### src/rtl/core/nnfs_pkg.sv
`timescale 1ns / 1ps

package nnfs_pkg;

    // Coordinate and size widths
    localparam int COORD_BITS = 12;
    localparam int SIZE_BITS  = COORD_BITS + 1;
    localparam int PROD_BITS  = 2 * COORD_BITS + 1;
    localparam int SPAN_BITS  = 3;
    localparam int CHAN_BITS  = 8;

    localparam logic [SIZE_BITS-1:0] SIZE_LIMIT = SIZE_BITS'(1) << COORD_BITS;

    // Configuration register indexes
    localparam logic [2:0] REG_SRC_WIDTH  = 3'd0;
    localparam logic [2:0] REG_SRC_HEIGHT = 3'd1;
    localparam logic [2:0] REG_DST_WIDTH  = 3'd2;
    localparam logic [2:0] REG_DST_HEIGHT = 3'd3;
    localparam logic [2:0] REG_COLOR_MODE = 3'd4;

    // Effective image sizes seen by the datapath
    typedef struct packed {
        logic [SIZE_BITS-1:0] src_w;
        logic [SIZE_BITS-1:0] src_h;
        logic [SIZE_BITS-1:0] dst_w;
        logic [SIZE_BITS-1:0] dst_h;
        logic                 color;
    } scale_cfg_t;

    // One pixel's write span, handed from the front part to the back part
    typedef struct packed {
        logic [COORD_BITS-1:0] col_start;
        logic [COORD_BITS-1:0] row_start;
        logic [SPAN_BITS-1:0]  col_last;
        logic [SPAN_BITS-1:0]  row_last;
        logic [CHAN_BITS-1:0]  chan_c;
        logic [CHAN_BITS-1:0]  chan_b;
        logic [CHAN_BITS-1:0]  chan_a;
    } span_entry_t;

    // Zero acts as one, anything past the coordinate range acts as the limit
    function automatic logic [SIZE_BITS-1:0] eff_size(input logic [SIZE_BITS-1:0] v);
        logic [SIZE_BITS-1:0] r;
        if (v == '0)
            r = SIZE_BITS'(1);
        else if (v > SIZE_LIMIT)
            r = SIZE_LIMIT;
        else
            r = v;
        return r;
    endfunction

endpackage

### src/rtl/core/nnfs_div.sv
`timescale 1ns / 1ps

module nnfs_div
    import nnfs_pkg::*;
(
    input  logic                 clk,
    input  logic                 rst_n,
    input  logic                 start,
    input  logic [PROD_BITS-1:0] dividend,
    input  logic [SIZE_BITS-1:0] divisor,
    output logic [SIZE_BITS-1:0] quotient,
    output logic                 done
);

    localparam int QUOT_BITS = SIZE_BITS;
    localparam int DIV_STEPS = 4;
    localparam int CNT_BITS  = $clog2(QUOT_BITS + 1);

    logic [CNT_BITS-1:0]  cnt_reg, cnt_next;
    logic [SIZE_BITS-1:0] rem_reg, rem_next;
    logic [QUOT_BITS-1:0] quo_reg, quo_next;

    // Restoring division, four quotient bits per cycle; the upper dividend
    // bits start out below the divisor because the quotient fits QUOT_BITS
    always_comb
    begin
        logic [SIZE_BITS:0]   trial;
        logic [SIZE_BITS-1:0] rem_v;
        logic [QUOT_BITS-1:0] quo_v;
        trial = '0;
        rem_v = rem_reg;
        quo_v = quo_reg;
        for (int k = 0; k < DIV_STEPS; k++)
        begin
            if (CNT_BITS'(k) < cnt_reg)
            begin
                trial = {rem_v, quo_v[QUOT_BITS-1]};
                quo_v = {quo_v[QUOT_BITS-2:0], 1'b0};
                if (trial >= {1'b0, divisor})
                begin
                    rem_v    = SIZE_BITS'(trial - {1'b0, divisor});
                    quo_v[0] = 1'b1;
                end
                else
                begin
                    rem_v = trial[SIZE_BITS-1:0];
                end
            end
        end
        if (start)
        begin
            rem_next = SIZE_BITS'(dividend[PROD_BITS-1:QUOT_BITS]);
            quo_next = dividend[QUOT_BITS-1:0];
            cnt_next = CNT_BITS'(QUOT_BITS);
        end
        else
        begin
            rem_next = rem_v;
            quo_next = quo_v;
            cnt_next = (cnt_reg > CNT_BITS'(DIV_STEPS)) ? cnt_reg - CNT_BITS'(DIV_STEPS) : '0;
        end
    end

    // Hold the step count
    always_ff @(posedge clk or negedge rst_n)
    begin
        if (!rst_n)
            cnt_reg <= '0;
        else
            cnt_reg <= cnt_next;
    end

    // Advance the partial remainder and quotient
    always_ff @(posedge clk)
    begin
        rem_reg <= rem_next;
        quo_reg <= quo_next;
    end

    assign quotient = quo_reg;
    assign done     = (cnt_reg == '0);

endmodule

### src/rtl/core/nnfs_front.sv
`timescale 1ns / 1ps

module nnfs_front
    import nnfs_pkg::*;
#(
    parameter int MAX_SPAN     = 8,
    parameter int NUM_CHANNELS = 3
)
(
    input  logic                   clk,
    input  logic                   rst_n,
    input  scale_cfg_t             cfg,
    input  logic                   in_valid,
    output logic                   in_ready,
    input  logic [CHAN_BITS-1:0]   in_a,
    input  logic [CHAN_BITS-1:0]   in_b,
    input  logic [CHAN_BITS-1:0]   in_c,
    input  logic                   q_full,
    output logic                   q_push,
    output span_entry_t            q_data
);

    typedef enum logic [1:0] {ST_IDLE, ST_MUL, ST_DIV} state_t;

    state_t                state_reg;
    logic [COORD_BITS-1:0] col_pos_reg, row_pos_reg;
    logic                  col_end_reg, row_end_reg;
    logic [COORD_BITS-1:0] col_x_reg, row_x_reg;
    logic [CHAN_BITS-1:0]  a_reg, b_reg, c_reg;

    logic                  accept;
    logic                  col_end, row_end;
    logic [SIZE_BITS-1:0]  sw_m1, sh_m1;
    logic                  div_start;
    logic [PROD_BITS-1:0]  col_lo_prod, col_hi_prod, row_lo_prod, row_hi_prod;
    logic [SIZE_BITS-1:0]  col_lo_q, col_hi_q, row_lo_q, row_hi_q;
    logic                  col_lo_done, col_hi_done, row_lo_done, row_hi_done;
    logic                  div_done;
    logic [SIZE_BITS-1:0]  col_diff, row_diff;
    logic [SPAN_BITS-1:0]  col_cnt, row_cnt;

    localparam logic [SIZE_BITS-1:0] SPAN_CAP = SIZE_BITS'(MAX_SPAN - 1);

    assign in_ready = (state_reg == ST_IDLE);
    assign accept   = in_valid && in_ready;

    // Classify the incoming pixel against the image edges
    assign sw_m1   = cfg.src_w - SIZE_BITS'(1);
    assign sh_m1   = cfg.src_h - SIZE_BITS'(1);
    assign col_end = ({1'b0, col_pos_reg} >= sw_m1);
    assign row_end = ({1'b0, row_pos_reg} >= sh_m1);

    // Scale the positions by the destination size
    assign div_start   = (state_reg == ST_MUL);
    assign col_lo_prod = PROD_BITS'(col_x_reg * cfg.dst_w);
    assign col_hi_prod = PROD_BITS'((SIZE_BITS'(col_x_reg) + SIZE_BITS'(1)) * cfg.dst_w);
    assign row_lo_prod = PROD_BITS'(row_x_reg * cfg.dst_h);
    assign row_hi_prod = PROD_BITS'((SIZE_BITS'(row_x_reg) + SIZE_BITS'(1)) * cfg.dst_h);

    nnfs_div u_div_col_lo (
        .clk      (clk),
        .rst_n    (rst_n),
        .start    (div_start),
        .dividend (col_lo_prod),
        .divisor  (cfg.src_w),
        .quotient (col_lo_q),
        .done     (col_lo_done)
    );

    nnfs_div u_div_col_hi (
        .clk      (clk),
        .rst_n    (rst_n),
        .start    (div_start),
        .dividend (col_hi_prod),
        .divisor  (cfg.src_w),
        .quotient (col_hi_q),
        .done     (col_hi_done)
    );

    nnfs_div u_div_row_lo (
        .clk      (clk),
        .rst_n    (rst_n),
        .start    (div_start),
        .dividend (row_lo_prod),
        .divisor  (cfg.src_h),
        .quotient (row_lo_q),
        .done     (row_lo_done)
    );

    nnfs_div u_div_row_hi (
        .clk      (clk),
        .rst_n    (rst_n),
        .start    (div_start),
        .dividend (row_hi_prod),
        .divisor  (cfg.src_h),
        .quotient (row_hi_q),
        .done     (row_hi_done)
    );

    assign div_done = col_lo_done && col_hi_done && row_lo_done && row_hi_done;

    // Cap the spans; an edge pixel writes one line along that axis
    assign col_diff = col_hi_q - col_lo_q;
    assign row_diff = row_hi_q - row_lo_q;
    assign col_cnt  = col_end_reg ? '0 :
                      (col_diff > SPAN_CAP) ? SPAN_BITS'(SPAN_CAP) : col_diff[SPAN_BITS-1:0];
    assign row_cnt  = row_end_reg ? '0 :
                      (row_diff > SPAN_CAP) ? SPAN_BITS'(SPAN_CAP) : row_diff[SPAN_BITS-1:0];

    assign q_push = (state_reg == ST_DIV) && div_done && !q_full;

    always_comb
    begin
        q_data.col_start = col_lo_q[COORD_BITS-1:0];
        q_data.row_start = row_lo_q[COORD_BITS-1:0];
        q_data.col_last  = col_cnt;
        q_data.row_last  = row_cnt;
        q_data.chan_a    = a_reg;
        q_data.chan_b    = b_reg;
        q_data.chan_c    = c_reg;
    end

    // Sequence one pixel and track the raster position
    always_ff @(posedge clk or negedge rst_n)
    begin
        if (!rst_n)
        begin
            state_reg   <= ST_IDLE;
            col_pos_reg <= '0;
            row_pos_reg <= '0;
            col_end_reg <= 1'b0;
            row_end_reg <= 1'b0;
        end
        else
        begin
            unique case (state_reg)
                ST_IDLE:
                begin
                    if (accept)
                    begin
                        col_end_reg <= col_end;
                        row_end_reg <= row_end;
                        if (col_end)
                        begin
                            col_pos_reg <= '0;
                            row_pos_reg <= row_end ? '0 : row_pos_reg + COORD_BITS'(1);
                        end
                        else
                        begin
                            col_pos_reg <= col_pos_reg + COORD_BITS'(1);
                        end
                        state_reg <= ST_MUL;
                    end
                end
                ST_MUL:
                begin
                    state_reg <= ST_DIV;
                end
                ST_DIV:
                begin
                    if (q_push)
                        state_reg <= ST_IDLE;
                end
                default:
                begin
                    state_reg <= ST_IDLE;
                end
            endcase
        end
    end

    // Hold the pixel value and its clamped position
    always_ff @(posedge clk)
    begin
        if (accept)
        begin
            col_x_reg <= col_end ? sw_m1[COORD_BITS-1:0] : col_pos_reg;
            row_x_reg <= row_end ? sh_m1[COORD_BITS-1:0] : row_pos_reg;
            a_reg     <= in_a;
            b_reg     <= (NUM_CHANNELS > 1 && cfg.color) ? in_b : '0;
            c_reg     <= (NUM_CHANNELS > 2 && cfg.color) ? in_c : '0;
        end
    end

endmodule

### src/rtl/core/nnfs_fifo.sv
`timescale 1ns / 1ps

module nnfs_fifo
    import nnfs_pkg::*;
(
    input  logic        clk,
    input  logic        rst_n,
    input  logic        push,
    input  span_entry_t wr_data,
    input  logic        pop,
    output span_entry_t rd_data,
    output logic        full,
    output logic        empty
);

    localparam int DEPTH    = 2;
    localparam int PTR_BITS = $clog2(DEPTH);
    localparam int CNT_BITS = $clog2(DEPTH + 1);

    span_entry_t         slot_reg [DEPTH];
    logic [PTR_BITS-1:0] wr_ptr_reg, rd_ptr_reg;
    logic [CNT_BITS-1:0] count_reg;

    assign full    = (count_reg == CNT_BITS'(DEPTH));
    assign empty   = (count_reg == '0);
    assign rd_data = slot_reg[rd_ptr_reg];

    // Advance pointers and fill level
    always_ff @(posedge clk or negedge rst_n)
    begin
        if (!rst_n)
        begin
            wr_ptr_reg <= '0;
            rd_ptr_reg <= '0;
            count_reg  <= '0;
        end
        else
        begin
            if (push)
                wr_ptr_reg <= wr_ptr_reg + PTR_BITS'(1);
            if (pop)
                rd_ptr_reg <= rd_ptr_reg + PTR_BITS'(1);
            if (push && !pop)
                count_reg <= count_reg + CNT_BITS'(1);
            else if (pop && !push)
                count_reg <= count_reg - CNT_BITS'(1);
        end
    end

    // Store the entry
    always_ff @(posedge clk)
    begin
        if (push)
            slot_reg[wr_ptr_reg] <= wr_data;
    end

endmodule

### src/rtl/core/nnfs_back.sv
`timescale 1ns / 1ps

module nnfs_back
    import nnfs_pkg::*;
(
    input  logic                   clk,
    input  logic                   rst_n,
    input  logic                   q_empty,
    input  span_entry_t            q_data,
    output logic                   q_pop,
    output logic                   out_valid,
    input  logic                   out_ready,
    output logic [COORD_BITS-1:0]  out_col,
    output logic [COORD_BITS-1:0]  out_row,
    output logic [CHAN_BITS-1:0]   out_a,
    output logic [CHAN_BITS-1:0]   out_b,
    output logic [CHAN_BITS-1:0]   out_c,
    output logic                   out_last
);

    logic                  busy_reg;
    span_entry_t           ent_reg;
    logic [SPAN_BITS-1:0]  col_i_reg, row_j_reg;
    logic                  out_valid_reg;
    logic [COORD_BITS-1:0] out_col_reg, out_row_reg;
    logic [CHAN_BITS-1:0]  out_a_reg, out_b_reg, out_c_reg;
    logic                  out_last_reg;

    logic                  load_out;
    logic                  emit;
    logic                  row_done;
    logic                  final_write;

    assign load_out    = !out_valid_reg || out_ready;
    assign emit        = busy_reg && load_out;
    assign row_done    = (row_j_reg == ent_reg.row_last);
    assign final_write = row_done && (col_i_reg == ent_reg.col_last);
    assign q_pop       = !q_empty && (!busy_reg || (emit && final_write));

    // Walk the span column by column, rows fastest
    always_ff @(posedge clk or negedge rst_n)
    begin
        if (!rst_n)
        begin
            busy_reg      <= 1'b0;
            col_i_reg     <= '0;
            row_j_reg     <= '0;
            out_valid_reg <= 1'b0;
        end
        else
        begin
            if (q_pop)
            begin
                busy_reg  <= 1'b1;
                col_i_reg <= '0;
                row_j_reg <= '0;
            end
            else if (emit)
            begin
                if (final_write)
                begin
                    busy_reg <= 1'b0;
                end
                else if (row_done)
                begin
                    row_j_reg <= '0;
                    col_i_reg <= col_i_reg + SPAN_BITS'(1);
                end
                else
                begin
                    row_j_reg <= row_j_reg + SPAN_BITS'(1);
                end
            end

            if (emit)
                out_valid_reg <= 1'b1;
            else if (out_ready)
                out_valid_reg <= 1'b0;
        end
    end

    // Load the span entry and the output beat
    always_ff @(posedge clk)
    begin
        if (q_pop)
            ent_reg <= q_data;
        if (emit)
        begin
            out_col_reg  <= ent_reg.col_start + COORD_BITS'(col_i_reg);
            out_row_reg  <= ent_reg.row_start + COORD_BITS'(row_j_reg);
            out_a_reg    <= ent_reg.chan_a;
            out_b_reg    <= ent_reg.chan_b;
            out_c_reg    <= ent_reg.chan_c;
            out_last_reg <= final_write;
        end
    end

    assign out_valid = out_valid_reg;
    assign out_col   = out_col_reg;
    assign out_row   = out_row_reg;
    assign out_a     = out_a_reg;
    assign out_b     = out_b_reg;
    assign out_c     = out_c_reg;
    assign out_last  = out_last_reg;

endmodule

### src/rtl/core/nearest_neighbour_forward_scaler.sv
`timescale 1ns / 1ps

// Nearest-neighbor forward scaler. Source pixels enter in raster order on the
// slave stream; for each one the block sends destination write beats
// (column, row, channel bytes) covering the pixel's block of destination
// columns and rows, at most MAX_SPAN along each axis, column by column with
// rows fastest, tlast on the last beat of the pixel. The front part takes one
// pixel at a time: it accepts the pixel, forms the size products, then waits
// for the shared-shape four-bit-per-cycle dividers that form the span bounds
// and for room in the span queue. The back part sends one write beat per
// cycle while the sink is ready, from the two-entry span queue.
// Set the size and color registers only while the block is idle.

module nearest_neighbour_forward_scaler
    import nnfs_pkg::*;
#(
    parameter int MAX_SPAN     = 8,
    parameter int NUM_CHANNELS = 3
)
(
    input  logic                  clk,
    input  logic                  rst_n,
    // Configuration writes
    input  logic                  cfg_we,
    input  logic [2:0]            cfg_index,
    input  logic [SIZE_BITS-1:0]  cfg_data,
    // Source pixels
    input  logic                  s_axis_tvalid,
    output logic                  s_axis_tready,
    input  logic [23:0]           s_axis_tdata,   // chan_a, chan_b, chan_c
    // Destination writes
    output logic                  m_axis_tvalid,
    input  logic                  m_axis_tready,
    output logic [47:0]           m_axis_tdata,   // dest_col, dest_row, out_a, out_b, out_c
    output logic                  m_axis_tlast    // last_write
);

    logic [SIZE_BITS-1:0] src_width_reg, src_height_reg;
    logic [SIZE_BITS-1:0] dst_width_reg, dst_height_reg;
    logic                 color_mode_reg;
    scale_cfg_t           cfg;

    span_entry_t           push_data, pop_data;
    logic                  q_push, q_pop, q_full, q_empty;
    logic [COORD_BITS-1:0] dest_col, dest_row;
    logic [CHAN_BITS-1:0]  out_a, out_b, out_c;

    // Hold the configuration registers
    always_ff @(posedge clk or negedge rst_n)
    begin
        if (!rst_n)
        begin
            src_width_reg  <= SIZE_BITS'(1);
            src_height_reg <= SIZE_BITS'(1);
            dst_width_reg  <= SIZE_BITS'(1);
            dst_height_reg <= SIZE_BITS'(1);
            color_mode_reg <= 1'b0;
        end
        else if (cfg_we)
        begin
            case (cfg_index)
                REG_SRC_WIDTH:  src_width_reg  <= cfg_data;
                REG_SRC_HEIGHT: src_height_reg <= cfg_data;
                REG_DST_WIDTH:  dst_width_reg  <= cfg_data;
                REG_DST_HEIGHT: dst_height_reg <= cfg_data;
                REG_COLOR_MODE: color_mode_reg <= cfg_data[0];
                default: ;
            endcase
        end
    end

    // Clamp sizes into the usable range
    always_comb
    begin
        cfg.src_w = eff_size(src_width_reg);
        cfg.src_h = eff_size(src_height_reg);
        cfg.dst_w = eff_size(dst_width_reg);
        cfg.dst_h = eff_size(dst_height_reg);
        cfg.color = color_mode_reg;
    end

    nnfs_front #(
        .MAX_SPAN     (MAX_SPAN),
        .NUM_CHANNELS (NUM_CHANNELS)
    ) u_front (
        .clk      (clk),
        .rst_n    (rst_n),
        .cfg      (cfg),
        .in_valid (s_axis_tvalid),
        .in_ready (s_axis_tready),
        .in_a     (s_axis_tdata[7:0]),
        .in_b     (s_axis_tdata[15:8]),
        .in_c     (s_axis_tdata[23:16]),
        .q_full   (q_full),
        .q_push   (q_push),
        .q_data   (push_data)
    );

    nnfs_fifo u_fifo (
        .clk     (clk),
        .rst_n   (rst_n),
        .push    (q_push),
        .wr_data (push_data),
        .pop     (q_pop),
        .rd_data (pop_data),
        .full    (q_full),
        .empty   (q_empty)
    );

    nnfs_back u_back (
        .clk       (clk),
        .rst_n     (rst_n),
        .q_empty   (q_empty),
        .q_data    (pop_data),
        .q_pop     (q_pop),
        .out_valid (m_axis_tvalid),
        .out_ready (m_axis_tready),
        .out_col   (dest_col),
        .out_row   (dest_row),
        .out_a     (out_a),
        .out_b     (out_b),
        .out_c     (out_c),
        .out_last  (m_axis_tlast)
    );

    assign m_axis_tdata = {out_c, out_b, out_a, dest_row, dest_col};

    // The queue is never written when full nor read when empty
    assert property (@(posedge clk) disable iff (!rst_n) q_push |-> !q_full)
        else $error("span queue written while full");
    assert property (@(posedge clk) disable iff (!rst_n) q_pop |-> !q_empty)
        else $error("span queue read while empty");

    // The front part works on one pixel at a time
    assert property (@(posedge clk) disable iff (!rst_n)
        (s_axis_tvalid && s_axis_tready) |=> !s_axis_tready)
        else $error("front part took a second pixel while busy");

endmodule
### config.mk
export PLATFORM = sky130hd
export DESIGN_NAME = nearest_neighbour_forward_scaler
export DESIGN_NICKNAME = d
export VERILOG_FILES = /design/src/rtl/core/nnfs_pkg.sv /design/src/rtl/core/nnfs_div.sv /design/src/rtl/core/nnfs_front.sv /design/src/rtl/core/nnfs_fifo.sv /design/src/rtl/core/nnfs_back.sv /design/src/rtl/core/nearest_neighbour_forward_scaler.sv
export SDC_FILE = /design/constraint.sdc
export NUM_CORES = 2
export LEC_CHECK = 0
export ABC_AREA = 0
export BUFFER_PORTS_ARGS = -buffer_cell sky130_fd_sc_hd__buf_2
export CAP_MARGIN = 0
export CORE_UTILIZATION = 60
export CTS_BUF_LIST = sky130_fd_sc_hd__clkbuf_8
export CTS_CLUSTER_SIZE = 25
export DETAILED_ROUTE_END_ITERATION = 16
export GPL_ROUTABILITY_DRIVEN = 0
export PLACE_DENSITY = 0.8
export RECOVER_POWER = 100
export SLEW_MARGIN = 20
export SYNTH_ARGS = -nofsm -noshare
export SYNTH_HDL_FRONTEND = slang
export SYNTH_SLANG_ARGS = --single-unit
export TNS_END_PERCENT = 20
### constraint.sdc
create_clock -name clk -period 11.9 [get_ports clk]
set_clock_uncertainty 0.2 [all_clocks]
set_input_delay 0.595 -clock clk [delete_from_list [all_inputs] [get_ports clk]]
set_output_delay 0.595 -clock clk [all_outputs]
set_load 0.1 [all_outputs]
Yosys cells after proc, flatten, opt, wreduce, memory -nomap -nowiden --
Memories as Yosys holds them, arrays and structs flattened. A register that Yosys moved wholly into a read port is not among the register bits. Cells that the tools add are included.
Storage, ports and cells: register bits 310, memory bits (writable) 108, bits of input ports 45, output and inout port bits 51, memories 1
Cells by class: add/subtract/negate cells 36, multipliers 4, $lt $le $gt $ge 44, equal/unequal tests 12, multiplexer cells 116, reduce and logical (&&, ||, !) cells 47
Memories:
- u_fifo.slot_reg | depth 2, width 54, read ports 1, clocked after Yosys merged registers in 1, write ports 1, RTL line nnfs_fifo.sv:20 | span_entry_t slot_reg [DEPTH];
Operator list (number):
- $mux 13 | 60
- $sub 13x13->13 | 18
- $ge 14x13->1 | 16
- $mux 12 | 8
- $gt 13x13->1 const B | 4
- $logic_not 13->1 | 4
- $mul 12x13->25 | 2
- $mul 25x13->25 | 2
- $mux 3 | 12
- $lt 1x4->1 const A | 8
- $lt 2x4->1 const A | 8
- $mux 4 | 8
- $add 12x1->13 const B | 2
- $ge 12x13->1 | 2
- $gt 13x3->1 const B | 2
- $sub 13x1->13 const B | 2
- $add 12x1->12 const B | 2
- $add 12x3->12 | 2
- $mux 1 | 23
- $reduce_and 2->1 | 9
- $gt 4x3->1 const B | 4
- $logic_not 4->1 | 4
- $sub 4x3->4 const B | 4
- $logic_and 1x1->1 | 12
- 20 further kinds | 41

Depth between registers and ports, before layout --
depth after elaboration 16, depth in mapped cells 55

Modules after synthesis --
From an unflattened synthesis, not the netlist that was laid out.
Second synthesis, totals: cell total of the unflattened synthesis 6215, area total of the unflattened synthesis 56036.2 um^2
By module, submodules not included:
- nnfs_front | times used 1, cells an instance 3092, area an instance 26402.8 um^2
- nnfs_div | times used 4, cells an instance 635, area an instance 4655.7 um^2
- nnfs_fifo | times used 1, cells an instance 184, area an instance 4332.9 um^2
- nnfs_back | times used 1, cells an instance 212, area an instance 4072.7 um^2
- nearest_neighbour_forward_scaler | times used 1, cells an instance 187, area an instance 2605.0 um^2

Least setup slack after synthesis --
No wires, ideal clock.
kind reg2reg, from register src_height_reg[5], to register u_front.u_div_row_lo.rem_reg[0], arrival 10898 ps, data required time 11614 ps, slack 716 ps, stages on the path, launching flop included 50, path buffers 4, cell sequence dfrtp_1 -> clkbuf_1 -> nor4_1 -> nand2_1 -> nor4_1 -> a21oi_1 -> nor2_1 -> ha_1 -> inv_1 -> fa_1 -> a211oi_2 -> nor3_2 -> o21ai_0 -> and3_1 -> clkbuf_1 -> nand2_1 -> a31oi_1 -> ha_1 -> [14 not listed] -> o221ai_2 -> o41a_1 -> a311oi_4 -> o311a_2 -> mux2_2 -> a21oi_1 -> ha_1 -> nor2b_1 -> o21ai_0 -> nand2b_1 -> a221oi_1 -> o21ai_0 -> o21ai_0 -> and3b_1 -> and3_4 -> buf_6 -> mux2_4 -> a221oi_2
Between the ends: cells in the longest elaborated chain, start to end 16, elaborated cells on any way between the ends 21
Ends and longest elaborated chain:
- start: declaration | RTL line nearest_neighbour_forward_scaler.sv:38 | logic [SIZE_BITS-1:0] src_width_reg, src_height_reg;
- start signal: assignment | RTL line nearest_neighbour_forward_scaler.sv:63 | REG_SRC_HEIGHT: src_height_reg <= cfg_data;
- $gt 13x13->1 | RTL line nnfs_pkg.sv:46 | else if (v > SIZE_LIMIT)
- $mux 13 | RTL line nnfs_pkg.sv:46
- $mux 13 * | RTL line nnfs_pkg.sv:44 | if (v == '0)
- $sub 13x13->13 or $ge 14x13->1 (tied branches) | RTL line nnfs_div.sv:41, nnfs_div.sv:39
- $mux 13 | RTL line nnfs_div.sv:39 | if (trial >= {1'b0, divisor})
- $mux 13 | RTL line nnfs_div.sv:35 | if (CNT_BITS'(k) < cnt_reg)
- $sub 13x13->13 or $ge 14x13->1 (tied branches) | RTL line nnfs_div.sv:41, nnfs_div.sv:39
- $mux 13 | RTL line nnfs_div.sv:39
- $mux 13 | RTL line nnfs_div.sv:35
- $sub 13x13->13 or $ge 14x13->1 (tied branches) | RTL line nnfs_div.sv:41, nnfs_div.sv:39
- $mux 13 | RTL line nnfs_div.sv:39
- $mux 13 | RTL line nnfs_div.sv:35
- $ge 14x13->1 | RTL line nnfs_div.sv:39
- $mux 13 | RTL line nnfs_div.sv:39
- $mux 13 * | RTL line nnfs_div.sv:35
- $mux 12 * | RTL line nnfs_div.sv:50 | if (start)
- named net u_front.u_div_row_lo.rem_next[0] | RTL line nnfs_div.sv:20 | logic [SIZE_BITS-1:0] rem_reg, rem_next;
- end signal: assignment | RTL line nnfs_div.sv:76 | rem_reg <= rem_next;
- end: declaration | RTL line nnfs_div.sv:20
The timed path passes the listed nets; every way through them passes the cells marked *. A chain may end at the register's enable or synchronous reset.

Worst setup path in the final report --
from register src_height_reg[12], to register u_front.u_div_row_hi.rem_reg[6]
Between the ends: cells in the longest elaborated chain, start to end 16, elaborated cells on any way between the ends 21
Ends and longest elaborated chain (RTL line):
- $gt 13x13->1 | nnfs_pkg.sv:46
- $mux 13 | nnfs_pkg.sv:46
- $mux 13 * | nnfs_pkg.sv:44
- $sub 13x13->13 or $ge 14x13->1 (tied branches) | nnfs_div.sv:41, nnfs_div.sv:39
- $mux 13 | nnfs_div.sv:39
- $mux 13 | nnfs_div.sv:35
- $sub 13x13->13 or $ge 14x13->1 (tied branches) | nnfs_div.sv:41, nnfs_div.sv:39
- $mux 13 | nnfs_div.sv:39
- $mux 13 | nnfs_div.sv:35
- $sub 13x13->13 or $ge 14x13->1 (tied branches) | nnfs_div.sv:41, nnfs_div.sv:39
- $mux 13 | nnfs_div.sv:39
- $mux 13 | nnfs_div.sv:35
- $sub 13x13->13 or $ge 14x13->1 (tied branches) | nnfs_div.sv:41, nnfs_div.sv:39
- $mux 13 | nnfs_div.sv:39
- $mux 13 * | nnfs_div.sv:35
- $mux 12 * | nnfs_div.sv:50
- named net u_front.u_div_row_hi.rem_next[6] | nnfs_div.sv:20
- end signal: assignment | nnfs_div.sv:76
- end: declaration | nnfs_div.sv:20
Marks and branches as above.

==> impl_metrics.tcl <==
set metrics [dict create \
    core_mm2 0.09001 \
    largest_reg_flops 108 \
    route.detailed.drc 0 \
    slew_violations 531 \
    cp.required_ns 12.30 \
    crit_slowest_cell "nand2_1" \
    worstHoldPathType "in -> reg" \
    yosysTopAreaCell "fa_1" \
    yosys-top-cells-area "fa_1 (18%), edfxtp_1 (14%), ha_1 (12%)" \
    post_dp_cell_area_mm2 0.05653 \
    drt_iter0_drc 4823 \
    cts_root_buf "clkbuf_8" \
    cp_slowest_stage_delay_ns 0.72 \
    min_period_ns 11.58 \
    final_core_util 0.6518 \
    synth_cell_types 113 \
    netlist.area_leader.share 0.1760 \
    synth_seq_cells 468 \
    routed_wl_mm 152.0 \
    synth_edf_count 259 \
    cts_sinks 468 \
    grt_overflow 0 \
    viasPerCell 6.236 \
    h-tree-depth 3 \
    final_cells 7465 \
    violations "max-capacitance violations, max-slew violations" \
    mappedNetlistNets 7207 \
    drv_cap 11 \
    fin_area_mm2 0.05867 \
    fp.dieH_um 303.7 \
    maxSlewHeadroom -1.376 \
    critical_path.endpoint_type "flip-flop" \
    ys_seq_area_frac 0.2288 \
    tightestPinTransition_ns 3.565 \
    path_clk_slew_ns 0.06 \
    dr.pass1.iters 8 \
    critical_path_class "reg -> reg" \
    ant_nets 0 \
    rows 110 \
    drive_gt1_frac 0.08622 \
    yosysWarnings 0 \
    grt_max_degree 112 \
    fin_crit_sh 0.9728 \
    initial_core_util 0.6066 \
    nets 7281 \
    first_global_vias 44890 \
    cp_data_arrival_time_ns 11.97 \
    die-width_um 303.7 \
    gr-usage-all-layers 0.3254 \
    tritoncts "yes" \
    yosys_most_used_dff "edfxtp_1" \
    avgRoutedWirePerCell_um 20.37 \
    num_io_pins 96 \
    grt_pass1_wl_mm 240.0 \
    status "complete, but fails checks" \
    place_hpwl_mm 114.6 \
    cts.path.max_buffers 3 \
    syn_area_per_cell_um2 8.879 \
    hold_violations 0 \
    clk_latency_ns 0.70 \
    yosysMostFrequentCell "nand2_1" \
    cp-start-kind "flip-flop" \
    yosys-top-cells-count "nand2_1 (802), inv_1 (658), ha_1 (533)" \
    dp_cells 7281 \
    antenna_found_initial 7 \
    finalSetupViolations 0 \
    worstPathMaxFanout 18 \
    netlist_instances 6149 \
    area_delta_synth_final_pct 7.457 \
    syn_area_mm2 0.05460 \
    async_flop_share 0.2244 \
    cts_buffers 79 \
    fmax_mhz 86.38 \
    portBuffers 95 \
    route.vias.total 46550 \
    die_area_mm2 0.09221 \
]
==> logic make-up (layout without fill, tap and decap cells) <==
| kind of cell | count (synthesis) | after routing | share of synthesized area |
|---|---|---|---|
| flip-flops | 468 | 468 | 0.2288 |
| multiplexers | 212 | 212 | 0.04180 |
| buffers and inverters | 918 | 1055 | 0.06384 |
| AO/OA/AOI/OAI | 1228 | 1228 | 0.1473 |
| other | 0 | 3 | 0 |
| AND/OR/NAND/NOR | 2006 | 2006 | 0.1714 |
| adder cells (fa/ha/maj) | 1013 | 1013 | 0.2981 |
| XOR/XNOR | 304 | 304 | 0.04877 |
==> layer usage <==
layer	wire [µm]	track usage
met1	62760	0.4658
met2	64890	0.4844
met3	19330	0.07742
met4	4947	0.1074
met5	124	0
==> worst max-delay path: cells and delay by family (launching register included) <==
family / cells / cell delay, ns
flip-flops: 1 / 0.53
adder cells (fa/ha/maj): 4 / 1.51
multiplexers: 3 / 0.81
buffers and inverters: 2 / 0.80
AO/OA/AOI/OAI: 19 / 4.84
AND/OR/NAND/NOR: 10 / 2.79
==> placed cells by master (no fill, tap or decap), types with 71 or more instances in the layout <==
cell / n
a21o_1: 80
a21oi_1: 316
and2_1: 168
buf_4: 122
clkbuf_8: 91
dfrtp_1: 101
dfxtp_1: 104
edfxtp_1: 259
fa_1: 480
ha_1: 533
inv_1: 687
mux2_2: 119
mux2i_1: 88
nand2_1: 798
nand2b_1: 71
nand3_1: 84
nor2_1: 422
nor2b_1: 89
nor3_1: 100
o21ai_0: 289
xnor2_1: 188
xor2_1: 114
==> final cells by class <==
| cell class | instances | area (µm²) |
|---|---|---|
| clock buffer | 91 | 1252 |
| clock inverter | 53 | 364.1 |
| antenna | 3 | 7.507 |
| timing repair buffer | 251 | 1614 |
| fill | 7163 | 31340 |
| sequential | 468 | 12490 |
| tap | 1176 | 1471 |
| multi-input combinational | 4763 | 38990 |
| inverter | 660 | 2477 |
==> path summary, 6_finish.rpt <==
path | start | slack (ns) | to | depth (start not counted)
max | src_height_reg[12] | 0.32 | u_front.u_div_row_hi.rem_reg[6] | 38
min | s_axis_tdata[15] | 0.05 | u_front.b_reg[7] | 2
max reg2reg | src_height_reg[12] | 0.32 | u_front.u_div_row_hi.rem_reg[6] | 38
min reg2reg | u_back.ent_reg[2] | 0.22 | u_back.out_a[2] | 0
max in group asynchronous | rst_n | 6.06 | dst_height_reg[10] | 3
min in group asynchronous | rst_n | 1.43 | u_front.u_div_row_lo.cnt_reg[3] | 2
==> per-stage QoR <==
stage,setup WS (ns),setup TNS [ns],hold WS (ns)
2_1_floorplan,0.7161,0,0.09941
3_3_place_gp,-0.09112,-0.1552,0.2014
3_5_place_dp,-0.2229,-2.174,0.2045
4_1_cts,0.03993,0,0.003293
5_1_grt,-0.1695,-0.9931,0.02439
6_report,0.3234,0,0.05361
==> repair_timing <==
item | CTS | global route
pin swaps | 2 | 10
cloned | 0 | 0
buffers inserted | 4 | 12
endpoints found under the hold margin | 70 | 0
endpoints found under the setup margin | 28 | 56
resized for setup | 6 | 61
hold buffers | 21 | 0
Power is left out: the tool's default activity adds up to more than one toggle a clock period on the data nets, which glitch-free logic cannot reach.
